## config.mk

```make
export PLATFORM = sky130hd
export DESIGN_NAME = palette_color_classifier_top
export DESIGN_NICKNAME = d
export VERILOG_FILES = /design/src/design/pcc_pkg.sv /design/src/design/palette_color_classifier_top.sv /design/src/design/pcc_classify.sv /design/src/design/pcc_frame_stats.sv /design/src/design/pcc_share_test.sv
export SDC_FILE = /design/constraint.sdc
export NUM_CORES = 2
export LEC_CHECK = 0
export BUFFER_PORTS_ARGS = -buffer_cell sky130_fd_sc_hd__buf_2
export CAP_MARGIN = 10
export CELL_PAD_IN_SITES_DETAIL_PLACEMENT = 1
export CELL_PAD_IN_SITES_GLOBAL_PLACEMENT = 2
export CORE_ASPECT_RATIO = 1.75
export CORE_MARGIN = 2
export CORE_UTILIZATION = 43
export CTS_CLUSTER_DIAMETER = 120
export CTS_CLUSTER_SIZE = 14
export DETAILED_ROUTE_END_ITERATION = 7
export PLACE_DENSITY_LB_ADDON = 0.3
export SYNTH_ARGS = -nofsm -noshare
export SYNTH_HDL_FRONTEND = slang
export SYNTH_HIERARCHICAL = 1
export SYNTH_SLANG_ARGS = --single-unit
```

## constraint.sdc

```tcl
create_clock -name i_clk -period 9 [get_ports i_clk]
set_clock_uncertainty 0.2 [all_clocks]
set_input_delay 0.45 -clock i_clk [delete_from_list [all_inputs] [get_ports i_clk]]
set_output_delay 0.45 -clock i_clk [all_outputs]
set_load 0.005 [all_outputs]
```

## src/design/pcc_pkg.sv

```systemverilog
// pcc_pkg: shared constants, register index codes and types for the palette color classifier.
// No dependencies.
package pcc_pkg;

    localparam int PALETTE_SIZE    = 3;
    localparam int NUM_COLORS      = 3;
    localparam int COUNT_WIDTH     = 22;
    localparam int CHAN_WIDTH      = 8;
    localparam int COLOR_WIDTH     = 3 * CHAN_WIDTH;
    localparam int DIST_WIDTH      = 10;
    localparam int DIV_WIDTH       = 8;
    localparam int USE_WIDTH       = 2;
    localparam int CLS_WIDTH       = 2;
    localparam int PROD_WIDTH      = COUNT_WIDTH + DIV_WIDTH;
    localparam int CFG_INDEX_WIDTH = 3;
    localparam int CFG_DATA_WIDTH  = COLOR_WIDTH;

    localparam logic [CFG_INDEX_WIDTH-1:0] REG_COLOR_ZERO  = 3'd0;
    localparam logic [CFG_INDEX_WIDTH-1:0] REG_COLOR_ONE   = 3'd1;
    localparam logic [CFG_INDEX_WIDTH-1:0] REG_COLOR_TWO   = 3'd2;
    localparam logic [CFG_INDEX_WIDTH-1:0] REG_COLORS_USED = 3'd3;
    localparam logic [CFG_INDEX_WIDTH-1:0] REG_THRESHOLD   = 3'd4;
    localparam logic [CFG_INDEX_WIDTH-1:0] REG_SHARE_DIV   = 3'd5;

    localparam logic [DIST_WIDTH-1:0] THRESHOLD_RESET = 10'd220;
    localparam logic [DIV_WIDTH-1:0]  SHARE_DIV_RESET = 8'd20;

    localparam logic [CLS_WIDTH-1:0] CLS_NONE = 2'd0;

    typedef logic [COUNT_WIDTH-1:0] t_count;
    typedef logic [NUM_COLORS-1:0][COUNT_WIDTH-1:0] t_count_arr;
    typedef logic [NUM_COLORS-1:0][COLOR_WIDTH-1:0] t_palette;

    localparam t_count COUNT_MAX = '1;

    typedef struct packed {
        logic [CLS_WIDTH-1:0] cls;
        logic                 last;
    } t_tag;

endpackage

```

## src/design/palette_color_classifier_top.sv

```systemverilog
// palette_color_classifier_top: config registers, four-stage request pipeline and result register.
// Depends on pcc_pkg, pcc_classify, pcc_frame_stats, pcc_share_test.
// The block takes one pixel request per cycle while the output is not stalled and returns one
// result per request. The pipeline has four register stages: the input register, the class
// and frame counter stage, the product stage (match count times share divisor) and the result
// register; a stall on the output backs up only as far as the first empty stage, so bubbles
// are absorbed. The frame verdict uses the counts including the last pixel, and the counters
// clear as that pixel enters the class stage. Write configuration only while no request is in
// flight.
module palette_color_classifier_top (
    input  logic                                i_clk,
    input  logic                                i_rst_n,
    input  logic                                i_cfg_we,
    input  logic [pcc_pkg::CFG_INDEX_WIDTH-1:0] i_cfg_index,
    input  logic [pcc_pkg::CFG_DATA_WIDTH-1:0]  i_cfg_data,
    input  logic                                i_in_valid,
    output logic                                o_in_ready,
    input  logic [pcc_pkg::CHAN_WIDTH-1:0]      i_blue,
    input  logic [pcc_pkg::CHAN_WIDTH-1:0]      i_green,
    input  logic [pcc_pkg::CHAN_WIDTH-1:0]      i_red,
    input  logic                                i_last_in_frame,
    output logic                                o_out_valid,
    input  logic                                i_out_ready,
    output logic [pcc_pkg::CLS_WIDTH-1:0]       o_color_class,
    output logic                                o_in_mask,
    output logic                                o_frame_end,
    output logic                                o_region_found
);

    pcc_pkg::t_palette                r_palette;
    logic [pcc_pkg::USE_WIDTH-1:0]    r_colors_in_use;
    logic [pcc_pkg::DIST_WIDTH-1:0]   r_threshold;
    logic [pcc_pkg::DIV_WIDTH-1:0]    r_share_div;

    logic                             r_v0, r_v1, r_v2, r_v3;
    logic                             en0, en1, en2, en3;
    logic [pcc_pkg::CHAN_WIDTH-1:0]   r_blue, r_green, r_red;
    logic                             r_last0;
    pcc_pkg::t_tag                    r_tag1, r_tag2;
    logic [pcc_pkg::CLS_WIDTH-1:0]    cls;
    logic [pcc_pkg::CLS_WIDTH-1:0]    r_cls3;
    logic                             r_last3, r_found3;
    logic                             found;
    pcc_pkg::t_count_arr              snap_cnt;
    pcc_pkg::t_count                  snap_pix;

    always_ff @(posedge i_clk) begin
        if (!i_rst_n) begin
            r_palette       <= '0;
            r_colors_in_use <= '0;
            r_threshold     <= pcc_pkg::THRESHOLD_RESET;
            r_share_div     <= pcc_pkg::SHARE_DIV_RESET;
        end else if (i_cfg_we) begin
            case (i_cfg_index)
                pcc_pkg::REG_COLOR_ZERO:  r_palette[0]    <= i_cfg_data;
                pcc_pkg::REG_COLOR_ONE:   r_palette[1]    <= i_cfg_data;
                pcc_pkg::REG_COLOR_TWO:   r_palette[2]    <= i_cfg_data;
                pcc_pkg::REG_COLORS_USED: r_colors_in_use <= i_cfg_data[pcc_pkg::USE_WIDTH-1:0];
                pcc_pkg::REG_THRESHOLD:   r_threshold     <= i_cfg_data[pcc_pkg::DIST_WIDTH-1:0];
                pcc_pkg::REG_SHARE_DIV:   r_share_div     <= i_cfg_data[pcc_pkg::DIV_WIDTH-1:0];
                default: ;
            endcase
        end
    end

    assign en3 = !r_v3 || i_out_ready;
    assign en2 = !r_v2 || en3;
    assign en1 = !r_v1 || en2;
    assign en0 = !r_v0 || en1;
    assign o_in_ready = en0;

    always_ff @(posedge i_clk) begin
        if (!i_rst_n) begin
            r_v0 <= 1'b0;
            r_v1 <= 1'b0;
            r_v2 <= 1'b0;
            r_v3 <= 1'b0;
        end else begin
            if (en0) r_v0 <= i_in_valid;
            if (en1) r_v1 <= r_v0;
            if (en2) r_v2 <= r_v1;
            if (en3) r_v3 <= r_v2;
        end
    end

    always_ff @(posedge i_clk) begin
        if (en0) begin
            r_blue  <= i_blue;
            r_green <= i_green;
            r_red   <= i_red;
            r_last0 <= i_last_in_frame;
        end
        if (en1) begin
            r_tag1.cls  <= cls;
            r_tag1.last <= r_last0;
        end
        if (en2) begin
            r_tag2 <= r_tag1;
        end
        if (en3) begin
            r_cls3   <= r_tag2.cls;
            r_last3  <= r_tag2.last;
            r_found3 <= found && r_tag2.last;
        end
    end

    pcc_classify u_classify (
        .i_blue          (r_blue),
        .i_green         (r_green),
        .i_red           (r_red),
        .i_palette       (r_palette),
        .i_colors_in_use (r_colors_in_use),
        .i_threshold     (r_threshold),
        .o_cls           (cls)
    );

    pcc_frame_stats u_frame_stats (
        .i_clk      (i_clk),
        .i_rst_n    (i_rst_n),
        .i_en       (r_v0 && en1),
        .i_cls      (cls),
        .i_last     (r_last0),
        .o_snap_cnt (snap_cnt),
        .o_snap_pix (snap_pix)
    );

    pcc_share_test u_share_test (
        .i_clk      (i_clk),
        .i_en       (en2),
        .i_snap_cnt (snap_cnt),
        .i_snap_pix (snap_pix),
        .i_div      (r_share_div),
        .o_found    (found)
    );

    assign o_out_valid    = r_v3;
    assign o_color_class  = r_cls3;
    assign o_in_mask      = (r_cls3 != pcc_pkg::CLS_NONE);
    assign o_frame_end    = r_last3;
    assign o_region_found = r_found3;

    a_found_only_at_end: assert property (@(posedge i_clk) disable iff (!i_rst_n)
        o_out_valid && !o_frame_end |-> !o_region_found)
        else $error("region_found set on a pixel that does not end the frame");

    a_empty_out_ready: assert property (@(posedge i_clk) disable iff (!i_rst_n)
        !o_out_valid |-> o_in_ready)
        else $error("input stalled while result register is empty");

    a_result_advances: assert property (@(posedge i_clk) disable iff (!i_rst_n)
        (r_v2 && en3) |=> o_out_valid)
        else $error("product stage request lost on its way to the result register");

endmodule

```

## src/design/pcc_classify.sv

```systemverilog
// pcc_classify: L1 distance of one pixel to each palette color, first match wins.
// Depends on pcc_pkg.
module pcc_classify (
    input  logic [pcc_pkg::CHAN_WIDTH-1:0] i_blue,
    input  logic [pcc_pkg::CHAN_WIDTH-1:0] i_green,
    input  logic [pcc_pkg::CHAN_WIDTH-1:0] i_red,
    input  pcc_pkg::t_palette              i_palette,
    input  logic [pcc_pkg::USE_WIDTH-1:0]  i_colors_in_use,
    input  logic [pcc_pkg::DIST_WIDTH-1:0] i_threshold,
    output logic [pcc_pkg::CLS_WIDTH-1:0]  o_cls
);

    logic [pcc_pkg::NUM_COLORS-1:0] hit;

    function automatic logic [pcc_pkg::CHAN_WIDTH-1:0] abs_diff(
        input logic [pcc_pkg::CHAN_WIDTH-1:0] a,
        input logic [pcc_pkg::CHAN_WIDTH-1:0] b
    );
        return (a >= b) ? (a - b) : (b - a);
    endfunction

    always_comb begin
        logic [pcc_pkg::DIST_WIDTH-1:0] l1_sum;
        for (int i = 0; i < pcc_pkg::NUM_COLORS; i++) begin
            l1_sum = pcc_pkg::DIST_WIDTH'(abs_diff(i_blue,  i_palette[i][7:0]))
                   + pcc_pkg::DIST_WIDTH'(abs_diff(i_green, i_palette[i][15:8]))
                   + pcc_pkg::DIST_WIDTH'(abs_diff(i_red,   i_palette[i][23:16]));
            hit[i] = (l1_sum <= i_threshold)
                  && (i < int'(i_colors_in_use))
                  && (i < pcc_pkg::PALETTE_SIZE);
        end
    end

    always_comb begin
        o_cls = pcc_pkg::CLS_NONE;
        for (int i = pcc_pkg::NUM_COLORS - 1; i >= 0; i--) begin
            if (hit[i]) begin
                o_cls = pcc_pkg::CLS_WIDTH'(i + 1);
            end
        end
    end

endmodule

```

## src/design/pcc_frame_stats.sv

```systemverilog
// pcc_frame_stats: saturating per-color match counters and pixel counter, snapshot of the
// updated counts taken on each pixel, counters cleared on the last pixel. Depends on pcc_pkg.
module pcc_frame_stats (
    input  logic                          i_clk,
    input  logic                          i_rst_n,
    input  logic                          i_en,
    input  logic [pcc_pkg::CLS_WIDTH-1:0] i_cls,
    input  logic                          i_last,
    output pcc_pkg::t_count_arr           o_snap_cnt,
    output pcc_pkg::t_count               o_snap_pix
);

    pcc_pkg::t_count_arr r_match_cnt;
    pcc_pkg::t_count_arr n_match_cnt;
    pcc_pkg::t_count     r_pix_cnt;
    pcc_pkg::t_count     n_pix_cnt;
    pcc_pkg::t_count_arr r_snap_cnt;
    pcc_pkg::t_count     r_snap_pix;

    always_comb begin
        for (int i = 0; i < pcc_pkg::NUM_COLORS; i++) begin
            if (i_cls == pcc_pkg::CLS_WIDTH'(i + 1) && r_match_cnt[i] != pcc_pkg::COUNT_MAX) begin
                n_match_cnt[i] = r_match_cnt[i] + 1'b1;
            end else begin
                n_match_cnt[i] = r_match_cnt[i];
            end
        end
        n_pix_cnt = (r_pix_cnt == pcc_pkg::COUNT_MAX) ? r_pix_cnt : r_pix_cnt + 1'b1;
    end

    always_ff @(posedge i_clk) begin
        if (!i_rst_n) begin
            r_match_cnt <= '0;
            r_pix_cnt   <= '0;
        end else if (i_en) begin
            if (i_last) begin
                r_match_cnt <= '0;
                r_pix_cnt   <= '0;
            end else begin
                r_match_cnt <= n_match_cnt;
                r_pix_cnt   <= n_pix_cnt;
            end
        end
    end

    always_ff @(posedge i_clk) begin
        if (i_en) begin
            r_snap_cnt <= n_match_cnt;
            r_snap_pix <= n_pix_cnt;
        end
    end

    assign o_snap_cnt = r_snap_cnt;
    assign o_snap_pix = r_snap_pix;

    a_last_clears: assert property (@(posedge i_clk) disable iff (!i_rst_n)
        (i_en && i_last) |=> (r_pix_cnt == '0 && r_match_cnt == '0))
        else $error("counters not cleared after last pixel");

    a_pix_covers_matches: assert property (@(posedge i_clk) disable iff (!i_rst_n)
        (r_pix_cnt >= r_match_cnt[0]) && (r_pix_cnt >= r_match_cnt[1])
        && (r_pix_cnt >= r_match_cnt[2]))
        else $error("match count exceeds pixel count");

    a_pix_increments: assert property (@(posedge i_clk) disable iff (!i_rst_n)
        (i_en && !i_last && r_pix_cnt != pcc_pkg::COUNT_MAX)
        |=> (r_pix_cnt == $past(r_pix_cnt) + 1'b1))
        else $error("pixel counter did not advance");

endmodule

```

## src/design/pcc_share_test.sv

```systemverilog
// pcc_share_test: scales the frame's match counts by the share divisor (registered),
// then compares each against the pixel count. Depends on pcc_pkg.
module pcc_share_test (
    input  logic                          i_clk,
    input  logic                          i_en,
    input  pcc_pkg::t_count_arr           i_snap_cnt,
    input  pcc_pkg::t_count               i_snap_pix,
    input  logic [pcc_pkg::DIV_WIDTH-1:0] i_div,
    output logic                          o_found
);

    logic [pcc_pkg::NUM_COLORS-1:0][pcc_pkg::PROD_WIDTH-1:0] r_prod;
    logic [pcc_pkg::PROD_WIDTH-1:0]                          r_pix;

    always_ff @(posedge i_clk) begin
        if (i_en) begin
            for (int i = 0; i < pcc_pkg::NUM_COLORS; i++) begin
                r_prod[i] <= pcc_pkg::PROD_WIDTH'(i_snap_cnt[i])
                           * pcc_pkg::PROD_WIDTH'(i_div);
            end
            r_pix <= pcc_pkg::PROD_WIDTH'(i_snap_pix);
        end
    end

    always_comb begin
        o_found = 1'b0;
        for (int i = 0; i < pcc_pkg::NUM_COLORS; i++) begin
            if (r_prod[i] >= r_pix) begin
                o_found = 1'b1;
            end
        end
    end

endmodule

```

=== After elaboration in Yosys (flattened, before gate mapping) ===
Cells that the tools add are included.

* Register bits after elaboration: 419
* Input bits: 57
* Output and inout port bits: 7
* Logic and storage cells: 139

* Add/subtract/negate cells: 28
* Multiply operators: 3
* Order comparisons: 18
* Equal/unequal tests: 12
* Mux-type cells: 21
* Reductions and logical operators: 24

{| class="wikitable"
|+ Operators by type and width
! kind !! count
|-
| subtractor 8 bit || 18
|-
| 2-to-1 mux 22 bit || 5
|-
| greater-or-equal comparator 30 x 22 -> 1 bit || 3
|-
| multiplier 22 x 8 -> 30 bit || 3
|-
| adder 22 x 1 -> 22 bit, second input constant || 4
|-
| greater-or-equal comparator 8 bit || 9
|-
| 2-to-1 mux 8 bit || 9
|-
| 2-to-1 mux 66 bit || 1
|-
| != test 22 bit, second input constant || 3
|-
| adder 10 x 8 -> 10 bit || 3
|-
| less-or-equal comparator 10 bit || 3
|-
| adder 8 x 8 -> 9 bit || 3
|-
| equality test 22 bit, second input constant || 1
|-
| AND reduction 2 bit || 6
|-
| logical AND 1 bit || 8
|-
| equality test 3 x 2 -> 1 bit, second input constant || 2
|-
| equality test 3 bit, second input constant || 2
|-
| 2-to-1 mux 2 bit || 3
|-
| equality test 2 bit, second input constant || 2
|-
| logical NOT 1 bit || 4
|-
| logical OR 1 bit || 4
|-
| < comparator 1 x 2 -> 1 bit, first input constant || 2
|-
| equality test 3 x 1 -> 1 bit, second input constant || 1
|-
| logical NOT 3 bit || 1
|-
| other kinds (4) || 6
|}

=== Longest topological paths before layout ===
* Depth after elaboration: 13
* Depth in mapped cells: 36

=== Modules after synthesis ===
The synthesis kept the hierarchy.

{| class="wikitable"
|+ Modules (own cells, without submodules)
! module !! times used !! cells an instance !! area each (µm²) !! seq. area each (µm²)
|-
| pcc_share_test || 1 || 2182 || 21212.8 || 3363.2
|-
| pcc_frame_stats || 1 || 865 || 8617.0 || 4404.2
|-
| pcc_classify || 1 || 1016 || 7835.0 || 0.0
|-
| palette_color_classifier_top || 1 || 391 || 4685.7 || 2972.9
|}

=== Worst setup path after synthesis ===
No wires, ideal clock.

* Path type: reg2reg
* Start point: register r_green[0] (netlist bit)
* End point: register u_frame_stats.r_snap_cnt (netlist bit u_frame_stats/o_snap_cnt[60]) (data pin)
* Library setup time: 0.258 ns
* Arrival time: 7.208 ns
* Required time: 8.542 ns
* Path slack: 1.334 ns
* Stages on the path, launching flop included: 32
* Path buffers: 0
* Clock period less this slack: 7.666 ns
* Cells stage by stage: edfxtp_1 > inv_1 > ha_1 > inv_1 > fa_1 > a21o_1 > a21oi_1 > a21oi_1 > a211oi_4 > mux2_2 > fa_1 > ha_1 > inv_1 > fa_1 > nor2b_1 > o21ai_0 > a21boi_0 > o21a_1 > nor2_1 > xnor2_1 > ha_1 > a21o_1 > a21o_1 > a221o_1 > o21ai_0 > nand2_1 > a21boi_0 > nand2_1 > nor4_1 > and3_1 > nand2_1 > xnor2_1

{| class="wikitable"
|+ RTL lines
! element !! RTL line !! text
|-
| from (decl) || palette_color_classifier_top.sv:37 || <nowiki>logic [pcc_pkg::CHAN_WIDTH-1:0] r_blue, r_green, r_red;</nowiki>
|-
| from (signal assigned) || palette_color_classifier_top.sv:89 || <nowiki>r_green <= i_green;</nowiki>
|-
| to (signal assigned) || pcc_frame_stats.sv:48 || <nowiki>r_snap_cnt <= n_match_cnt;</nowiki>
|-
| to (decl) || pcc_frame_stats.sv:17 || <nowiki>pcc_pkg::t_count_arr r_snap_cnt;</nowiki>
|}

=== Worst setup path after layout ===
* Start point: register r_green[0] (netlist bit)
* End point: register u_frame_stats/r_match_cnt[21] (netlist bit)

* Cells in the longest elaborated chain, start to end: 13

{| class="wikitable"
|+ RTL lines
! element !! RTL line !! text
|-
| subtractor 8 bit / greater-or-equal comparator 8 bit (equally long branches) || pcc_classify.sv:19 || <nowiki>return (a >= b) ? (a - b) : (b - a);</nowiki>
|-
| 2-to-1 mux 8 bit || pcc_classify.sv:19 ||
|-
| adder 8 x 8 -> 9 bit || pcc_classify.sv:26 || <nowiki>+ pcc_pkg::DIST_WIDTH'(abs_diff(i_green, i_palette[i][15:8]))</nowiki>
|-
| adder 10 x 8 -> 10 bit || pcc_classify.sv:27 || <nowiki>+ pcc_pkg::DIST_WIDTH'(abs_diff(i_red, i_palette[i][23:16]));</nowiki>
|-
| less-or-equal comparator 10 bit || pcc_classify.sv:28 || <nowiki>hit[i] = (l1_sum <= i_threshold)</nowiki>
|-
| logical AND 1 bit || pcc_classify.sv:29 || <nowiki>&& (i < int'(i_colors_in_use))</nowiki>
|-
| 2-to-1 mux 2 bit (2 in a row) || pcc_classify.sv:37 || <nowiki>if (hit[i]) begin</nowiki>
|-
| 2-to-1 mux 2 bit (*) || pcc_classify.sv:37 ||
|-
| named net cls, one bit || palette_color_classifier_top.sv:40 || <nowiki>logic [pcc_pkg::CLS_WIDTH-1:0] cls;</nowiki>
|-
| equality test 2 x 1 -> 1 bit (*) || pcc_frame_stats.sv:22 || <nowiki>if (i_cls == pcc_pkg::CLS_WIDTH'(i + 1) && r_match_cnt[i] != pcc_pkg::COUNT_MAX) begin</nowiki>
|-
| logical AND 1 bit (*) || pcc_frame_stats.sv:22 ||
|-
| 2-to-1 mux 22 bit (*) || pcc_frame_stats.sv:22 ||
|-
| 2-to-1 mux 66 bit (*) || pcc_frame_stats.sv:36 || <nowiki>if (i_last) begin</nowiki>
|-
| to (signal assigned) || pcc_frame_stats.sv:40 || <nowiki>r_match_cnt <= n_match_cnt;</nowiki>
|-
| to (decl) || pcc_frame_stats.sv:13 || <nowiki>pcc_pkg::t_count_arr r_match_cnt;</nowiki>
|}

The timed path passes the listed nets; every way through them passes the cells marked *.
A chain may end at the register's enable or synchronous reset.

==> impl_metrics.tcl <==
set metrics [dict create \
    drtIter0Drc 1136 \
    die_w_um 241 \
    dr.max_layer_used "met4" \
    post_cts_buffers 0 \
    grt.overflow.total 0 \
    ys_async_sr_fraction 0 \
    cts_max_level 2 \
    yosys.area.top_type_share 0.188 \
    drive_gt1_frac 0.0498 \
    antenna_cells 0 \
    max-cap-violations 0 \
    grt_pass1_vias 35402 \
    cp-start-kind "flop" \
    path_clk_slew_ns 0.08 \
    dp_hpwl_um 102000 \
    crit_path_frequent_cell "a21oi_1" \
    synthesis.area_um2 42400 \
    fin_crit_ns 8.40 \
    grt_pass1_wl_um 198000 \
    synth_edf_count 235 \
    finalInstanceArea_um2 45400 \
    drtAntennaViolNets 0 \
    ys_ff_latch 419 \
    drt_first_pass_iters 5 \
    cts_root_buffer "clkbuf_16" \
    crit_family "compound AO/OA/AOI/OAI gates" \
    final_common_cell "inv_1" \
    fin_util 0.464 \
    rsz0062_at_grt "no" \
    crit_required_ns 9.33 \
    drc 0 \
    synth_ff_type "edfxtp_1" \
    grt_max_degree 76 \
    period_share 0.934 \
    critPathMaxStageDelay_ns 0.65 \
    cts_resized 0 \
    p_per_area_nw_per_um2 120 \
    ctsHoldBuffers 41 \
    relSlewSlack 0.292 \
    fin_tns_setup_ns 0 \
    setup_viol 0 \
    grt_usage 0.256 \
    antenna_found_initial 0 \
    pin_count 64 \
    drt-total-wl_um 126000 \
    gp_congestion 0.934 \
    synth_area_leaders "fa_1 (19%), edfxtp_1 (17%), ha_1 (12%)" \
    synth_cell_types 101 \
    yosys_warnings 6 \
    area_delta_synth_final_pct 7.26 \
    hold_viol_final 0 \
    dr_wl_met3_um 2060 \
    slew_violations 0 \
    synth_nets 5324 \
    hp-class "input pin to flop" \
    cts_buffer_depth 3 \
    p_leak_nw 21.1 \
    yosysTopAreaCell "fa_1" \
    cp_slowest_cell "o21ai_1" \
    tightest_slew_ns 1.06 \
    portBuffers 63 \
    cts_made_buffers 35 \
    die_h_um 419 \
    clk_latency_ns 0.61 \
    core-area_um2 97900 \
    clkSinkCount 419 \
    wl_met1_um 44300 \
    initial_utilization 0.432 \
    cp_max_fo 10 \
    place_area_um2 44000 \
    synth.avg_cell_area_um2 9.51 \
    end_kind "flop" \
    vias 31782 \
    die_area_um2 101000 \
    fin_nets 5339 \
    cp_num_buf_inv 3 \
    max_freq_mhz 119 \
    layout_common_cells "inv_1 (569), ha_1 (415), nand2_1 (412)" \
    status "finished, final reports clean" \
    cts_tree "done" \
    rows 152 \
    critPathKind "flop to flop" \
    synth_cells 4454 \
    viasPerCell 5.48 \
    cp.arrival_ns 8.73 \
    synth-seq-area-share 0.254 \
    met2WireLength_um 71600 \
    fill_cells 11139 \
    vdd_drop_max_uv 154 \
    wire_per_inst_um 21.8 \
]
state kept, by name (all words and copies together), names as in the netlist, 8 cells and up:
register                   cells
r_red                          8
u_frame_stats/r_pix_cnt       22
u_frame_stats/o_snap_pix      22
u_frame_stats/r_match_cnt     66
u_share_test/r_pix            22
r_threshold                   10
u_share_test/r_prod           90
u_frame_stats/o_snap_cnt      66
r_share_div                    8
r_palette                     72
r_green                        8
r_blue                         8
Yosys cell counts, types with 15 or more instances:
cell type	count
inv_1	570
ha_1	415
nand2_1	413
and2_1	412
fa_1	398
edfxtp_1	235
a21oi_1	213
dfxtp_1	184
nor2_1	152
xnor2_1	147
clkbuf_1	145
mux2i_1	136
o21ai_0	131
a21o_1	112
nand3_1	75
xor2_1	71
nand4_1	56
nor2b_1	42
nor3_1	40
a31oi_1	38
and3_1	37
o21a_1	32
nor4_1	26
o21bai_1	23
and4_1	20
o31ai_1	20
a211oi_1	19
o211ai_1	19
or3_1	17
nand2b_1	16
mux2_2	15
per-stage QoR:
stage,power (mW),cells,setup WS (ns),hold WS (ns)
floorplan,3.38,4454,1.33,0.200
global placement,3.89,5700,0.783,0.202
detailed placement,3.93,5700,0.643,0.206
CTS,5.53,5803,0.628,0.00144
global route,5.76,5803,0.0242,0.0110
finish,5.45,5803,0.596,0.0261
per-layer routing:
layer | global-route usage | vias up
met1 | 0.251 | 16151
met5 | 0 | -
met2 | 0.512 | 416
met4 | 0.150 | 0
li1 | - | 14972
met3 | 0.0174 | 243
power by group:
group          switching [mW]  internal (mW)
logic                    1.03          0.747
registers              0.0495           2.06
clock network           0.784          0.773
total                    1.87           3.58
layout make-up:
type / count / area [µm²] / area share
Multi-Input combinational cell: 3291 / 28800 / 0.633
Sequential cell: 419 / 10800 / 0.237
Inverter: 571 / 2150 / 0.0472
Tap cell: 1309 / 1640 / 0.0361
Timing Repair Buffer: 151 / 1110 / 0.0243
Clock buffer: 61 / 1020 / 0.0224
Clock inverter: 1 / 20.0 / 0.000441
logic make-up (layout without fill, tap and decap cells):
| group | Yosys count | count (layout) | share of synthesized area |
|---|---|---|---|
| and+or+nand+nor | 1358 | 1358 | 0.168 |
| adders and majority gates | 813 | 813 | 0.311 |
| AOI/OAI and AO/OA | 750 | 750 | 0.118 |
| DFF | 419 | 419 | 0.254 |
| muxes | 152 | 152 | 0.0365 |
| buffers and inverters | 744 | 784 | 0.0685 |
| xor gates and xnor gates | 218 | 218 | 0.0451 |
worst min-delay path, delay by kind of cell:
kind                   cells  cell delay, ns
buffers and inverters      1            0.08
and+or+nand+nor            1            0.12
muxes                      1            0.14
path summary, 6_finish.rpt:
check | depth (start not counted) | to | slack [ns] | start
max | 29 | u_frame_stats/r_match_cnt[21]$_SDFFE_PN0P_ | 0.60 | r_green[0]$_DFFE_PP_
min | 3 | r_palette[19]$_SDFFE_PN0P_ | 0.03 | i_cfg_data[19]
max reg2reg | 29 | u_frame_stats/r_match_cnt[21]$_SDFFE_PN0P_ | 0.60 | r_green[0]$_DFFE_PP_
min reg2reg | 0 | u_share_test/r_pix[21]$_DFFE_PP_ | 0.22 | u_frame_stats/o_snap_pix[21]$_DFFE_PP_
Power figures use the tool's default switching activity.
